<file path="config.mk">
export PLATFORM = sky130hd
export DESIGN_NAME = led_session_safety_controller
export DESIGN_NICKNAME = d
export VERILOG_FILES = /design/src/rtl/core/lssc_pkg.sv /design/src/rtl/core/led_session_safety_controller.sv
export SDC_FILE = /design/constraint.sdc
export NUM_CORES = 1
export LEC_CHECK = 0
export BUFFER_PORTS_ARGS = -buffer_cell sky130_fd_sc_hd__buf_2
export CAP_MARGIN = 20
export CORE_ASPECT_RATIO = 0.7
export CORE_MARGIN = 3
export CORE_UTILIZATION = 54
export CTS_CLUSTER_SIZE = 28
export DETAILED_ROUTE_END_ITERATION = 7
export PLACE_DENSITY = 0.72
export SYNTH_ARGS = -nofsm -noshare
export SYNTH_HDL_FRONTEND = slang
export SYNTH_SLANG_ARGS = --single-unit
</file>
<file path="constraint.sdc">
create_clock -name clk -period 13.1 [get_ports clk]
set_clock_uncertainty 0.05 [all_clocks]
set_input_delay 1.31 -clock clk [delete_from_list [all_inputs] [get_ports clk]]
set_output_delay 1.31 -clock clk [all_outputs]
set_load 0.02 [all_outputs]
</file>
<file path="src/rtl/core/lssc_pkg.sv">
// Package for the LED session safety controller: operation and register codes,
// refusal and shutdown codes, session limits and the result word type.
// No dependencies.
package lssc_pkg;

	// operation field codes
	typedef enum logic [2:0] {
		OP_TICK    = 3'd0,
		OP_START   = 3'd1,
		OP_STOP    = 3'd2,
		OP_BATTERY = 3'd3,
		OP_TEMP    = 3'd4
	} op_t;

	// treatment modes
	typedef enum logic [2:0] {
		MODE_RED   = 3'd1,
		MODE_NIR   = 3'd2,
		MODE_BOTH  = 3'd3,
		MODE_ALT   = 3'd4
	} mode_t;

	// configuration register indexes
	typedef enum logic [2:0] {
		REG_MODE       = 3'd0,
		REG_SESSION    = 3'd1,
		REG_ALTERNATE  = 3'd2,
		REG_BAT_CUTOFF = 3'd3,
		REG_BAT_LOW    = 3'd4,
		REG_BAT_OVER   = 3'd5,
		REG_TEMP_WARN  = 3'd6,
		REG_TEMP_CUT   = 3'd7
	} reg_idx_t;

	// start refusal reasons
	typedef enum logic [2:0] {
		REFUSE_NONE  = 3'd0,
		REFUSE_LOW   = 3'd1,
		REFUSE_HIGH  = 3'd2,
		REFUSE_HOT   = 3'd3,
		REFUSE_DAILY = 3'd4,
		REFUSE_GAP   = 3'd5
	} refusal_t;

	// emergency shutdown causes
	typedef enum logic [1:0] {
		CAUSE_NONE    = 2'd0,
		CAUSE_OVER    = 2'd1,
		CAUSE_UNDER   = 2'd2,
		CAUSE_THERMAL = 2'd3
	} cause_t;

	// session limits
	localparam int unsigned MAX_DAILY           = 3;
	localparam int unsigned MIN_GAP_MINUTES     = 60;
	localparam int unsigned MAX_SESSION_SECONDS = 1800;
	localparam int unsigned DAY_SECONDS         = 86400;
	localparam int unsigned GAP_SECONDS         = MIN_GAP_MINUTES * 60;

	localparam logic [7:0] DRIVE_FULL = 8'd255;
	localparam logic [7:0] DRIVE_HALF = 8'd128;
	localparam logic signed [8:0] TEMP_HYST = 9'sd5;

	// one result word
	typedef struct packed {
		logic [7:0]  red_duty;
		logic [7:0]  nir_duty;
		logic        session_on;
		logic [15:0] elapsed_seconds;
		logic [2:0]  refusal_code;
		logic [1:0]  shutdown_cause;
		logic        session_done;
		logic        low_battery;
		logic        over_voltage;
		logic        thermal_warning;
		logic [3:0]  daily_sessions;
	} result_t;

endpackage

</file>
<file path="src/rtl/core/led_session_safety_controller.sv">
// LED session safety controller: session timing, start checks, battery and
// thermal protection, result word register with one skid entry.
// Depends on lssc_pkg.
//
// channel  | handshake            | payload
// ---------+----------------------+--------------------------------------------
// in       | in_valid / in_stall  | operation, battery_mv, temperature_c
// out      | out_valid / out_stall| red_duty .. daily_sessions (11 fields)
// cfg      | cfg_write            | cfg_index, cfg_data (no read-back)
//
// One word per cycle while in_stall is low: the word is decoded straight from
// the input ports and the state and result registers update at the accepting
// edge. in_stall rises only when both the output register and the skid entry
// hold untaken words. arst_n clears all state, loads the register reset values
// and empties the output side; no clearing pass.
module led_session_safety_controller #(
	parameter int unsigned MAX_DAILY           = lssc_pkg::MAX_DAILY,
	parameter int unsigned MIN_GAP_MINUTES     = lssc_pkg::MIN_GAP_MINUTES,
	parameter int unsigned MAX_SESSION_SECONDS = lssc_pkg::MAX_SESSION_SECONDS,
	parameter int unsigned DAY_SECONDS         = lssc_pkg::DAY_SECONDS
) (
	input  logic        clk,
	input  logic        arst_n,
	// input words
	input  logic        in_valid,
	output logic        in_stall,
	input  logic [2:0]  operation,
	input  logic [13:0] battery_mv,
	input  logic signed [7:0] temperature_c,
	// result words
	output logic        out_valid,
	input  logic        out_stall,
	output logic [7:0]  red_duty,
	output logic [7:0]  nir_duty,
	output logic        session_on,
	output logic [15:0] elapsed_seconds,
	output logic [2:0]  refusal_code,
	output logic [1:0]  shutdown_cause,
	output logic        session_done,
	output logic        low_battery,
	output logic        over_voltage,
	output logic        thermal_warning,
	output logic [3:0]  daily_sessions,
	// configuration writes
	input  logic        cfg_write,
	input  logic [2:0]  cfg_index,
	input  logic [15:0] cfg_data
);
	import lssc_pkg::*;

	// minimum rest after a normal end, in ticks
	localparam int unsigned GAP_SECONDS = MIN_GAP_MINUTES * 60;

	// configuration registers
	logic [2:0]  mode_q;
	logic [15:0] session_q;
	logic [7:0]  alternate_q;
	logic [13:0] bat_cutoff_q;
	logic [13:0] bat_low_q;
	logic [13:0] bat_over_q;
	logic signed [7:0] temp_warn_q;
	logic signed [7:0] temp_cut_q;

	// session state
	logic        active_q, active_d;
	logic [15:0] elapsed_q, elapsed_d;
	logic        nir_phase_q, nir_phase_d;
	logic [7:0]  phase_timer_q, phase_timer_d;
	logic [7:0]  drive_q, drive_d;
	logic [3:0]  day_count_q, day_count_d;
	logic [16:0] day_timer_q, day_timer_d;
	logic [15:0] gap_timer_q, gap_timer_d;
	logic        ended_q, ended_d;
	logic [13:0] bat_level_q, bat_level_d;
	logic signed [7:0] temp_level_q, temp_level_d;
	logic        low_q, low_d;
	logic        over_q, over_d;
	logic        heat_q, heat_d;

	// output side: result register and skid entry
	result_t     res_d;
	result_t     out_q, skid_q;
	logic        out_v_q, skid_v_q;
	logic        in_acc, out_take;

	assign in_stall = skid_v_q;
	assign in_acc   = in_valid && !skid_v_q;
	assign out_take = out_v_q && !out_stall;

	always_ff @(posedge clk or negedge arst_n) begin
		if (!arst_n) begin
			mode_q       <= MODE_BOTH;
			session_q    <= 16'd600;
			alternate_q  <= 8'd30;
			bat_cutoff_q <= 14'd6000;
			bat_low_q    <= 14'd6600;
			bat_over_q   <= 14'd8600;
			temp_warn_q  <= 8'sd40;
			temp_cut_q   <= 8'sd45;
		end else if (cfg_write) begin
			case (reg_idx_t'(cfg_index))
				REG_MODE:       mode_q       <= cfg_data[2:0];
				REG_SESSION:    session_q    <= cfg_data;
				REG_ALTERNATE:  alternate_q  <= cfg_data[7:0];
				REG_BAT_CUTOFF: bat_cutoff_q <= cfg_data[13:0];
				REG_BAT_LOW:    bat_low_q    <= cfg_data[13:0];
				REG_BAT_OVER:   bat_over_q   <= cfg_data[13:0];
				REG_TEMP_WARN:  temp_warn_q  <= cfg_data[7:0];
				REG_TEMP_CUT:   temp_cut_q   <= cfg_data[7:0];
				default: ;
			endcase
		end
	end

	// next state and result for the word on the input ports
	always_comb begin
		logic [8:0]        phase_next;
		logic signed [8:0] warn_low;
		logic [2:0]        refusal;
		logic [1:0]        cause;
		logic              done;
		logic [7:0]        red, nir;

		active_d      = active_q;
		elapsed_d     = elapsed_q;
		nir_phase_d   = nir_phase_q;
		phase_timer_d = phase_timer_q;
		drive_d       = drive_q;
		day_count_d   = day_count_q;
		day_timer_d   = day_timer_q;
		gap_timer_d   = gap_timer_q;
		ended_d       = ended_q;
		bat_level_d   = bat_level_q;
		temp_level_d  = temp_level_q;
		low_d         = low_q;
		over_d        = over_q;
		heat_d        = heat_q;
		refusal       = REFUSE_NONE;
		cause         = CAUSE_NONE;
		done          = 1'b0;
		red           = 8'd0;
		nir           = 8'd0;
		phase_next    = {1'b0, phase_timer_q} + 9'd1;
		warn_low      = 9'(temp_warn_q) - TEMP_HYST;

		case (operation)
			OP_TICK: begin
				if (day_timer_q < 17'(DAY_SECONDS))
					day_timer_d = day_timer_q + 17'd1;
				if (gap_timer_q != 16'hFFFF)
					gap_timer_d = gap_timer_q + 16'd1;
				if (active_q) begin
					if (elapsed_q != 16'hFFFF)
						elapsed_d = elapsed_q + 16'd1;
					if (mode_q == MODE_ALT) begin
						if (phase_next >= {1'b0, alternate_q}) begin
							nir_phase_d   = !nir_phase_q;
							phase_timer_d = 8'd0;
						end else begin
							phase_timer_d = phase_next[7:0];
						end
					end
					// timer end, or the hard session cap without the done pulse
					if (elapsed_d >= session_q) begin
						done        = 1'b1;
						active_d    = 1'b0;
						gap_timer_d = 16'd0;
						ended_d     = 1'b1;
					end else if (elapsed_d >= 16'(MAX_SESSION_SECONDS)) begin
						active_d    = 1'b0;
						gap_timer_d = 16'd0;
						ended_d     = 1'b1;
					end
				end
			end
			OP_START: begin
				if (!active_q) begin
					if (bat_level_q < bat_cutoff_q)
						refusal = REFUSE_LOW;
					else if (bat_level_q > bat_over_q)
						refusal = REFUSE_HIGH;
					else if (temp_level_q >= temp_cut_q)
						refusal = REFUSE_HOT;
					else begin
						// a full day since the window opened starts a new one
						if (day_timer_q >= 17'(DAY_SECONDS)) begin
							day_count_d = 4'd0;
							day_timer_d = 17'd0;
						end
						if ({28'd0, day_count_d} >= MAX_DAILY)
							refusal = REFUSE_DAILY;
						else if (ended_q && ({16'd0, gap_timer_q} < GAP_SECONDS))
							refusal = REFUSE_GAP;
						else begin
							active_d      = 1'b1;
							if (day_count_d != 4'hF)
								day_count_d = day_count_d + 4'd1;
							elapsed_d     = 16'd0;
							phase_timer_d = 8'd0;
							nir_phase_d   = 1'b0;
						end
					end
				end
			end
			OP_STOP: begin
				if (active_q) begin
					active_d    = 1'b0;
					gap_timer_d = 16'd0;
					ended_d     = 1'b1;
				end
			end
			OP_BATTERY: begin
				bat_level_d = battery_mv;
				if (battery_mv > bat_over_q) begin
					over_d   = 1'b1;
					cause    = CAUSE_OVER;
					active_d = 1'b0;
				end else begin
					over_d = 1'b0;
					if (battery_mv < bat_cutoff_q) begin
						cause    = CAUSE_UNDER;
						active_d = 1'b0;
					end else begin
						low_d = (battery_mv < bat_low_q);
					end
				end
			end
			OP_TEMP: begin
				temp_level_d = temperature_c;
				if (temperature_c >= temp_cut_q) begin
					cause    = CAUSE_THERMAL;
					active_d = 1'b0;
				end else if (temperature_c >= temp_warn_q && !heat_q) begin
					heat_d  = 1'b1;
					drive_d = DRIVE_HALF;
				end else if (9'(temperature_c) < warn_low) begin
					if (heat_q) begin
						heat_d  = 1'b0;
						drive_d = DRIVE_FULL;
					end
				end
			end
			default: ;
		endcase

		// duties from the updated state
		if (active_d) begin
			case (mode_q)
				MODE_RED:  red = drive_d;
				MODE_NIR:  nir = drive_d;
				MODE_BOTH: begin
					red = drive_d;
					nir = drive_d;
				end
				MODE_ALT: begin
					if (nir_phase_d) nir = drive_d;
					else red = drive_d;
				end
				default: ;
			endcase
		end

		res_d.red_duty        = red;
		res_d.nir_duty        = nir;
		res_d.session_on      = active_d;
		res_d.elapsed_seconds = elapsed_d;
		res_d.refusal_code    = refusal;
		res_d.shutdown_cause  = cause;
		res_d.session_done    = done;
		res_d.low_battery     = low_d;
		res_d.over_voltage    = over_d;
		res_d.thermal_warning = heat_d;
		res_d.daily_sessions  = day_count_d;
	end

	// state advances only on an accepted word
	always_ff @(posedge clk or negedge arst_n) begin
		if (!arst_n) begin
			active_q      <= 1'b0;
			elapsed_q     <= 16'd0;
			nir_phase_q   <= 1'b0;
			phase_timer_q <= 8'd0;
			drive_q       <= DRIVE_FULL;
			day_count_q   <= 4'd0;
			day_timer_q   <= 17'd0;
			gap_timer_q   <= 16'd0;
			ended_q       <= 1'b0;
			bat_level_q   <= 14'd0;
			temp_level_q  <= 8'sd0;
			low_q         <= 1'b0;
			over_q        <= 1'b0;
			heat_q        <= 1'b0;
		end else if (in_acc) begin
			active_q      <= active_d;
			elapsed_q     <= elapsed_d;
			nir_phase_q   <= nir_phase_d;
			phase_timer_q <= phase_timer_d;
			drive_q       <= drive_d;
			day_count_q   <= day_count_d;
			day_timer_q   <= day_timer_d;
			gap_timer_q   <= gap_timer_d;
			ended_q       <= ended_d;
			bat_level_q   <= bat_level_d;
			temp_level_q  <= temp_level_d;
			low_q         <= low_d;
			over_q        <= over_d;
			heat_q        <= heat_d;
		end
	end

	// output valid flags: skid drains into the output register first
	always_ff @(posedge clk or negedge arst_n) begin
		if (!arst_n) begin
			out_v_q  <= 1'b0;
			skid_v_q <= 1'b0;
		end else if (skid_v_q) begin
			if (out_take)
				skid_v_q <= 1'b0;
		end else if (in_acc) begin
			if (out_v_q && !out_take)
				skid_v_q <= 1'b1;
			else
				out_v_q <= 1'b1;
		end else if (out_take) begin
			out_v_q <= 1'b0;
		end
	end

	// result payload registers
	always_ff @(posedge clk) begin
		if (skid_v_q) begin
			if (out_take)
				out_q <= skid_q;
		end else if (in_acc) begin
			if (out_v_q && !out_take)
				skid_q <= res_d;
			else
				out_q <= res_d;
		end
	end

	assign out_valid       = out_v_q;
	assign red_duty        = out_q.red_duty;
	assign nir_duty        = out_q.nir_duty;
	assign session_on      = out_q.session_on;
	assign elapsed_seconds = out_q.elapsed_seconds;
	assign refusal_code    = out_q.refusal_code;
	assign shutdown_cause  = out_q.shutdown_cause;
	assign session_done    = out_q.session_done;
	assign low_battery     = out_q.low_battery;
	assign over_voltage    = out_q.over_voltage;
	assign thermal_warning = out_q.thermal_warning;
	assign daily_sessions  = out_q.daily_sessions;

endmodule
</file>
==> flow_summary_export.csv, run 1 <==
group,metric,value,unit
global_routing,antenna_found_initial,2,
min_path,hold_class,"flip-flop to flip-flop",
power,ir_drop,0.0001389,V
setup_path,crit_path_cell_trace,"ha_1 -> nand4_1 -> nor4_2 -> nor2_1 -> nand2_1 -> xnor2_1 -> ha_1 -> o21ai_0 -> nand2b_1 -> a21oi_1 -> a211oi_1 -> or4b_4 -> o21ai_4 -> nor3b_4 -> and2b_1",
die,dieArea,0.03077,mm^2
power,p_leak,7.710,nW
die,die_w,208.4,um
global_routing,grt.total_usage,23.83,%
routing,ant_nets,0,
final_layout,nets,1718,
sta,min_period,4.484,ns
setup_path,r2r-start,"elapsed_q[0]$_DFFE_PN0P_",
setup_path,end_kind,"flip-flop",
sta,fmax,223.0,MHz
sta,drv_slew,0,
power,power.density,175.8,mW/mm^2
global_routing,overflow,0,
clocking,clk-insertion-delay-late,0.55,ns
routing,drc,0,
setup_path,crit_fanout,14,
routing,vias,11255,
clocking,cts.sinks,276,
power,p_seq_share,41.8,%
place,post-dp-hpwl,26350,um
setup_path,crit_family,"simple AND/OR/NAND/NOR gates",
clocking,clock_path_buffers,3,
logic_synthesis,synth_edf_count,92,
clocking,cts_buffers,27,
clocking,post_cts_resized,0,
routing,vias_per_cell,5.829,
setup_path,startpoint,"elapsed_q[0]$_DFFE_PN0P_",
logic_synthesis,ys_types,78,
power,clockPowerShare,25.7,%
final_layout,syn2layout_area_growth,11.31,%
die,coreArea,0.02801,mm^2
die,fp-row-count,51,
setup_path,critPathLaunchType,"flip-flop",
die,start_util,55.27,%
logic_synthesis,seq_area_frac_synth,47.92,%
min_path,worstHoldStart,"drive_q[7]$_DFFE_PN1P_",
logic_synthesis,avgSynthCellArea,10.68,um^2
clocking,hold_buffers,0,
sta,holdWs,0.4500,ns
clocking,cts_tree,"yes",
setup_path,cpMostUsedCell,"ha_1",
sta,setup_tns,0,ns
routing,wire_per_inst,19.01,um
place,portBuffers,96,
routing,wl,36700,um
sta,grt_setup_unrepaired,"false",
setup_path,critPathMaxStageDelay,0.60,ns
final_layout,drive_gt1_share,21.42,%
global_routing,grt_pass1_vias,11012,
setup_path,cp_num_buf_inv,0,
final_layout,nFillCells,2267,
power,pwr-share-comb,32.5,%
clocking,h-tree-depth,1,
die,boundaryPins,97,
sta,setup_viol,0,
sta,hold_viol,0,
flow_run,drv_cap,0,
setup_path,arrival,4.84,ns
logic_synthesis,netlist_area,0.01548,mm^2
sta,max_slew_margin,35.72,%
logic_synthesis,ys_ff_latch,276,
logic_synthesis,yosysWarnings,0,
sta,worst_pin_slew,0.9591,ns
place,gp_congestion,0.8998,
global_routing,grt_max_degree,72,
power,power_switching,1.060,mW
power,p_int,1.970,mW
logic_synthesis,syn_nets,1630,
run_status,outcome,"finished, final reports clean",
routing,first_pass_iters,5,
setup_path,critPathKind,"flip-flop to flip-flop",
clocking,cts_setup_buffers,0,
setup_path,required,13.46,ns
sta,fin_crit_sh,34.23,%
logic_synthesis,ys.flop_type,"dfrtp_1",
routing,drt-initial-drc-count,747,
clocking,clk_pin_slew,0.06,ns
logic_synthesis,synthCells,1450,
die,fp.dieH,147.7,um
power,switching_share,34.98,%
logic_synthesis,synthArstFlopShare,66.67,%
setup_path,slowest_stage,"nor4_2",
global_routing,grt_pass1_wl,59610,um
clocking,root_buffer,"clkbuf_16",
[cells in the mapped netlist, types with 15 or more instances]
cell type / count / area share [%]
dfrtp_1: 142 / 23
nor2_1: 100 / 2.4
a31oi_1: 31 / 1.3
a21oi_1: 57 / 1.8
dfstp_2: 42 / 7.1
o21ai_0: 91 / 2.9
nand4_1: 23 / 0.93
clkbuf_1: 36 / 0.87
a22o_1: 28 / 1.6
xor2_1: 21 / 1.2
nor2b_1: 16 / 0.65
and3_1: 21 / 0.85
nor3_1: 20 / 0.65
mux2_2: 106 / 7.7
nand2_1: 128 / 3.1
a21o_1: 15 / 0.73
ha_1: 131 / 11
edfxtp_1: 92 / 18
nand3_1: 38 / 1.2
inv_1: 111 / 2.7
[sequential cells by signal, summed over array words and instances (netlist names), 4 cells and up]
signal	flops
nir_duty	8
alternate_q	8
skid_q	46
temp_level_q	8
bat_low_q	14
daily_sessions	4
bat_cutoff_q	14
day_timer_q	17
temp_cut_q	8
red_duty	8
day_count_q	4
session_q	16
bat_over_q	14
gap_timer_q	16
elapsed_seconds	16
drive_q	8
temp_warn_q	8
elapsed_q	16
bat_level_q	14
phase_timer_q	8
[worst paths after layout]
path                       slack (ns)                          to  cells after the start
max                              8.62        skid_q[39]$_DFFE_PP_                     15
min                              0.45      drive_q[7]$_DFFE_PN1P_                      1
max reg2reg                      8.62        skid_q[39]$_DFFE_PP_                     15
min reg2reg                      0.45      drive_q[7]$_DFFE_PN1P_                      1
max in group asynchronous       10.28  gap_timer_q[1]$_DFFE_PN0P_                      3
min in group asynchronous        0.68   bat_low_q[10]$_DFFE_PN0P_                      1
[cells in the final DEF (no fill, tap or decap), types with 19 or more instances in the layout]
cell type	Yosys	routed
a21oi_1	57	56
a22o_1	28	28
a31oi_1	31	31
and3_1	21	20
buf_2	8	95
clkbuf_16	0	29
dfrtp_1	142	142
dfstp_2	42	42
edfxtp_1	92	92
ha_1	131	131
inv_1	111	111
mux2_2	106	106
nand2_1	128	128
nand3_1	38	38
nand4_1	23	23
nor2_1	100	100
nor3_1	20	19
o21ai_0	91	91
xor2_1	21	21
[cells by family (layout without fill, tap and decap cells)]
| family | after synthesis | after routing | synth area share, % |
|---|---|---|---|
| adder cells (fa/ha/maj) | 131 | 131 | 10.59 |
| multiplexers | 113 | 113 | 8.194 |
| XOR/XNOR | 34 | 34 | 1.923 |
| other | 0 | 1 | 0 |
| AND/OR/NAND/NOR | 427 | 427 | 14.03 |
| flip-flops | 276 | 276 | 47.92 |
| buffers and inverters | 165 | 274 | 4.331 |
| AO/OA/AOI/OAI | 304 | 304 | 13.02 |
[metrics by stage]
step | instance area (um^2) | cells | utilization [%] | power [mW] | worst slack, ns
final | 17240 | 1931 | 61.53 | 3.030 | 8.616
after global routing | 17240 | 1931 | 61.53 | 3.216 | 8.275
after CTS | 17230 | 1930 | 61.52 | 3.045 | 8.608
after detailed placement | 16350 | 1880 | 58.35 | 2.258 | 8.671
after global placement | 16330 | 1879 | 58.28 | 2.214 | 8.768
after floorplan | 15480 | 1450 | - | 1.939 | 8.079
[area by class of cell]
cell class / count / area [um^2] / share of cell area, %
antenna: 1 / 2.502 / 0.01452
clock buffer: 37 / 785.8 / 4.559
clock inverter: 13 / 100.1 / 0.5808
inverter: 112 / 420.4 / 2.439
multi-input combinational: 1009 / 7423 / 43.07
sequential: 276 / 7420 / 43.05
tap: 371 / 464.2 / 2.693
timing repair buffer: 112 / 619.3 / 3.593
[per-layer routing]
metal	vias to the layer above	global-route usage [%]	share of wire (%)
li1	5429	-	-
met1	5480	36.11	49
met2	289	36.62	44
met3	55	3.946	5.7
met4	2	4.648	1.9
met5	-	0	0.019
[power groups by stage]
stage / combinational, mW / clock [mW] / sequential [mW]
after floorplan: 0.607 / 0 / 1.33
after global routing: 1.10 / 0.827 / 1.29
final: 0.985 / 0.778 / 1.27
after global placement: 0.942 / 0 / 1.27
after detailed placement: 0.978 / 0 / 1.28
after CTS: 0.988 / 0.790 / 1.27
Power figures use the tool's default switching activity.
==> run 2: changes to the inputs <==
Settings changed: PLACE_DENSITY 0.72 to 0.75.
Clock period 13.1 ns to 3.8 ns, I/O delays scaled along.
==> run 2 against run 1 <==
The flow now finishes with violations (setup timing). Critical path type unchanged. First-iteration DRC count increased by 45%. Via count increased by 4.5%. Setup slack got worse by 8.7 ns. Power increased to 3.6 times the previous value. Combinational power increased to 3.7 times the previous value. Die area unchanged. Routed wire length increased by 6.0%. Sequential share of layout area decreased by 2.1 points. Global-route usage increased by 0.91 points.
==> flow_summary_export.csv, run 2 (synthesis gave the netlist of run 1 again) <==
group,metric,value,unit
sta,drv_slew,0,
clocking,cts.sinks,276,
final_layout,top_register,"skid_q",
clocking,cts_tree,"yes",
min_path,hold_class,"input port to flip-flop",
final_layout,largest_reg_flops,46,
routing,vias_per_cell,5.901,
power,p_leak,8.181,nW
final_layout,multi_input_area,0.007735,mm^2
sta,min_period,3.840,ns
routing,wl,38920,um
power,ir_drop,0.0003469,V
setup_path,critPathLaunchType,"flip-flop",
final_layout,largestRegisters,"skid_q x46, day_timer_q x17",
power,total_power,10.82,mW
sta,setup_tns,-0.1180,ns
run_status,violations,"setup timing",
die,fp-row-count,51,
sta,fmax,260.4,MHz
routing,wire_per_inst,19.52,um
final_layout,syn2layout_area_growth,17.18,%
routing,drc,0,
setup_path,end_kind,"flip-flop",
clocking,h-tree-depth,1,
setup_path,arrival,4.21,ns
sta,setup_viol,8,
die,start_util,55.27,%
die,coreArea,0.02801,mm^2
run_status,outcome,"complete, but fails checks",
place,gp_congestion,0.9251,
final_layout,num_antenna_cells,0,
clocking,root_buffer,"clkbuf_16",
global_routing,grt_pass1_wl,61780,um
power,power.density,596.1,mW/mm^2
setup_path,critPathKind,"flip-flop to flip-flop",
routing,vias,11767,
global_routing,antenna_found_initial,3,
place,portBuffers,96,
final_layout,final_cell_mix,"139 x dfrtp_1, 130 x ha_1, 127 x nand2_1",
final_layout,final_common_cell,"dfrtp_1",
clocking,clock_path_buffers,3,
place,post-dp-hpwl,27370,um
die,fp.dieH,147.7,um
final_layout,nFillCells,2186,
die,dieArea,0.03077,mm^2
flow_run,drv_cap,0,
sta,hold_viol,0,
setup_path,required,4.17,ns
routing,first_pass_iters,5,
setup_path,reg2reg_depth,15,
final_layout,nets,1781,
global_routing,grt_pass1_vias,11387,
sta,grt_setup_unrepaired,"true",
sta,setup_ws,-0.03998,ns
final_layout,drive_gt1_share,26.37,%
routing,ant_nets,0,
sta,fin_crit_sh,101.1,%
min_path,hold_path_depth,3,
setup_path,crit_fanout,7,
global_routing,grt_max_degree,77,
routing,drt-initial-drc-count,1081,
sta,max_slew_margin,32.03,%
sta,worst_pin_slew,1.014,ns
clocking,clk-insertion-delay-late,0.56,ns
die,die_w,208.4,um
final_layout,seqCellArea,0.007423,mm^2
global_routing,overflow,0,
clocking,cts_buffers,28,
die,boundaryPins,97,
global_routing,grt.total_usage,24.75,%
clocking,clk_pin_slew,0.07,ns
run 2: per-stage QoR:
step	area (um^2)	setup slack, ns	util [%]	std cells	hold WS, ns
4_1_cts	17850	0.009938	63.72	1988	0.01538
3_3_place_gp	16720	-0.08135	59.69	1925	0.4142
3_5_place_dp	16720	-0.1526	59.69	1925	0.4208
6_report	18140	-0.03998	64.77	1994	0.03476
2_1_floorplan	15490	0.06347	-	1450	0.03441
5_1_grt	18140	-0.1763	64.77	1994	0.03266
run 2: path summary, 6_finish.rpt:
check	slack, ns	to	from
max	-0.04	skid_q[44]$_DFFE_PP_	elapsed_q[0]$_DFFE_PN0P_
min	0.03	bat_low_q[11]$_DFFE_PN1P_	cfg_data[11]
max reg2reg	-0.04	skid_q[44]$_DFFE_PP_	elapsed_q[0]$_DFFE_PN0P_
min reg2reg	0.43	temp_level_q[0]$_DFFE_PN0P_	temp_level_q[0]$_DFFE_PN0P_
max in group asynchronous	2.33	temp_warn_q[3]$_DFFE_PN1P_	arst_n
min in group asynchronous	0.37	bat_low_q[9]$_DFFE_PN0P_	arst_n
run 2: area by class of cell:
class,instances,share of cell area [%]
clock buffers,44,4.593
clock inverters,8,0.5241
inverters,112,2.317
multi-input cells,1009,42.63
flip-flops and latches,276,40.91
well taps,371,2.558
repair buffers,174,6.462
run 2: metal layers:
| metal | GRT usage [%] | wire (um) |
|---|---|---|
| met1 | 37.35 | 18430 |
| met2 | 37.72 | 17100 |
| met3 | 4.837 | 2611 |
| met4 | 4.682 | 748 |
| met5 | 0 | 32 |
run 2: repair_timing:
item | 4_1_cts | 5_1_grt
endpoints found under the hold margin | 53 | 0
resized for setup | 21 | 39
buffers inserted | 8 | 5
setup endpoints to repair | 44 | 61
cloned | 1 | 3
pin swaps | 10 | 27
hold buffers | 2 | 0
run 2: critical path, stage by stage, from the launching register on:
cell	delay, ns
dfrtp_1	0.41
ha_4	0.17
nand4_1	0.15
nor4_4	0.30
buf_6	0.17
xor2_1	0.16
ha_1	0.25
nand2b_4	0.13
a211o_1	0.28
o211ai_1	0.11
a211oi_2	0.12
or4b_4	0.61
o21ai_4	0.22
nor3b_4	0.26
buf_6	0.17
and2b_1	0.15
run 2: power by group:
part           total (mW)  leakage (nW)  switching [mW]  internal (mW)
combinational        3.61          4.60            2.17           1.44
clock                2.82         0.450            1.18           1.64
sequential           4.38          3.13           0.420           3.96
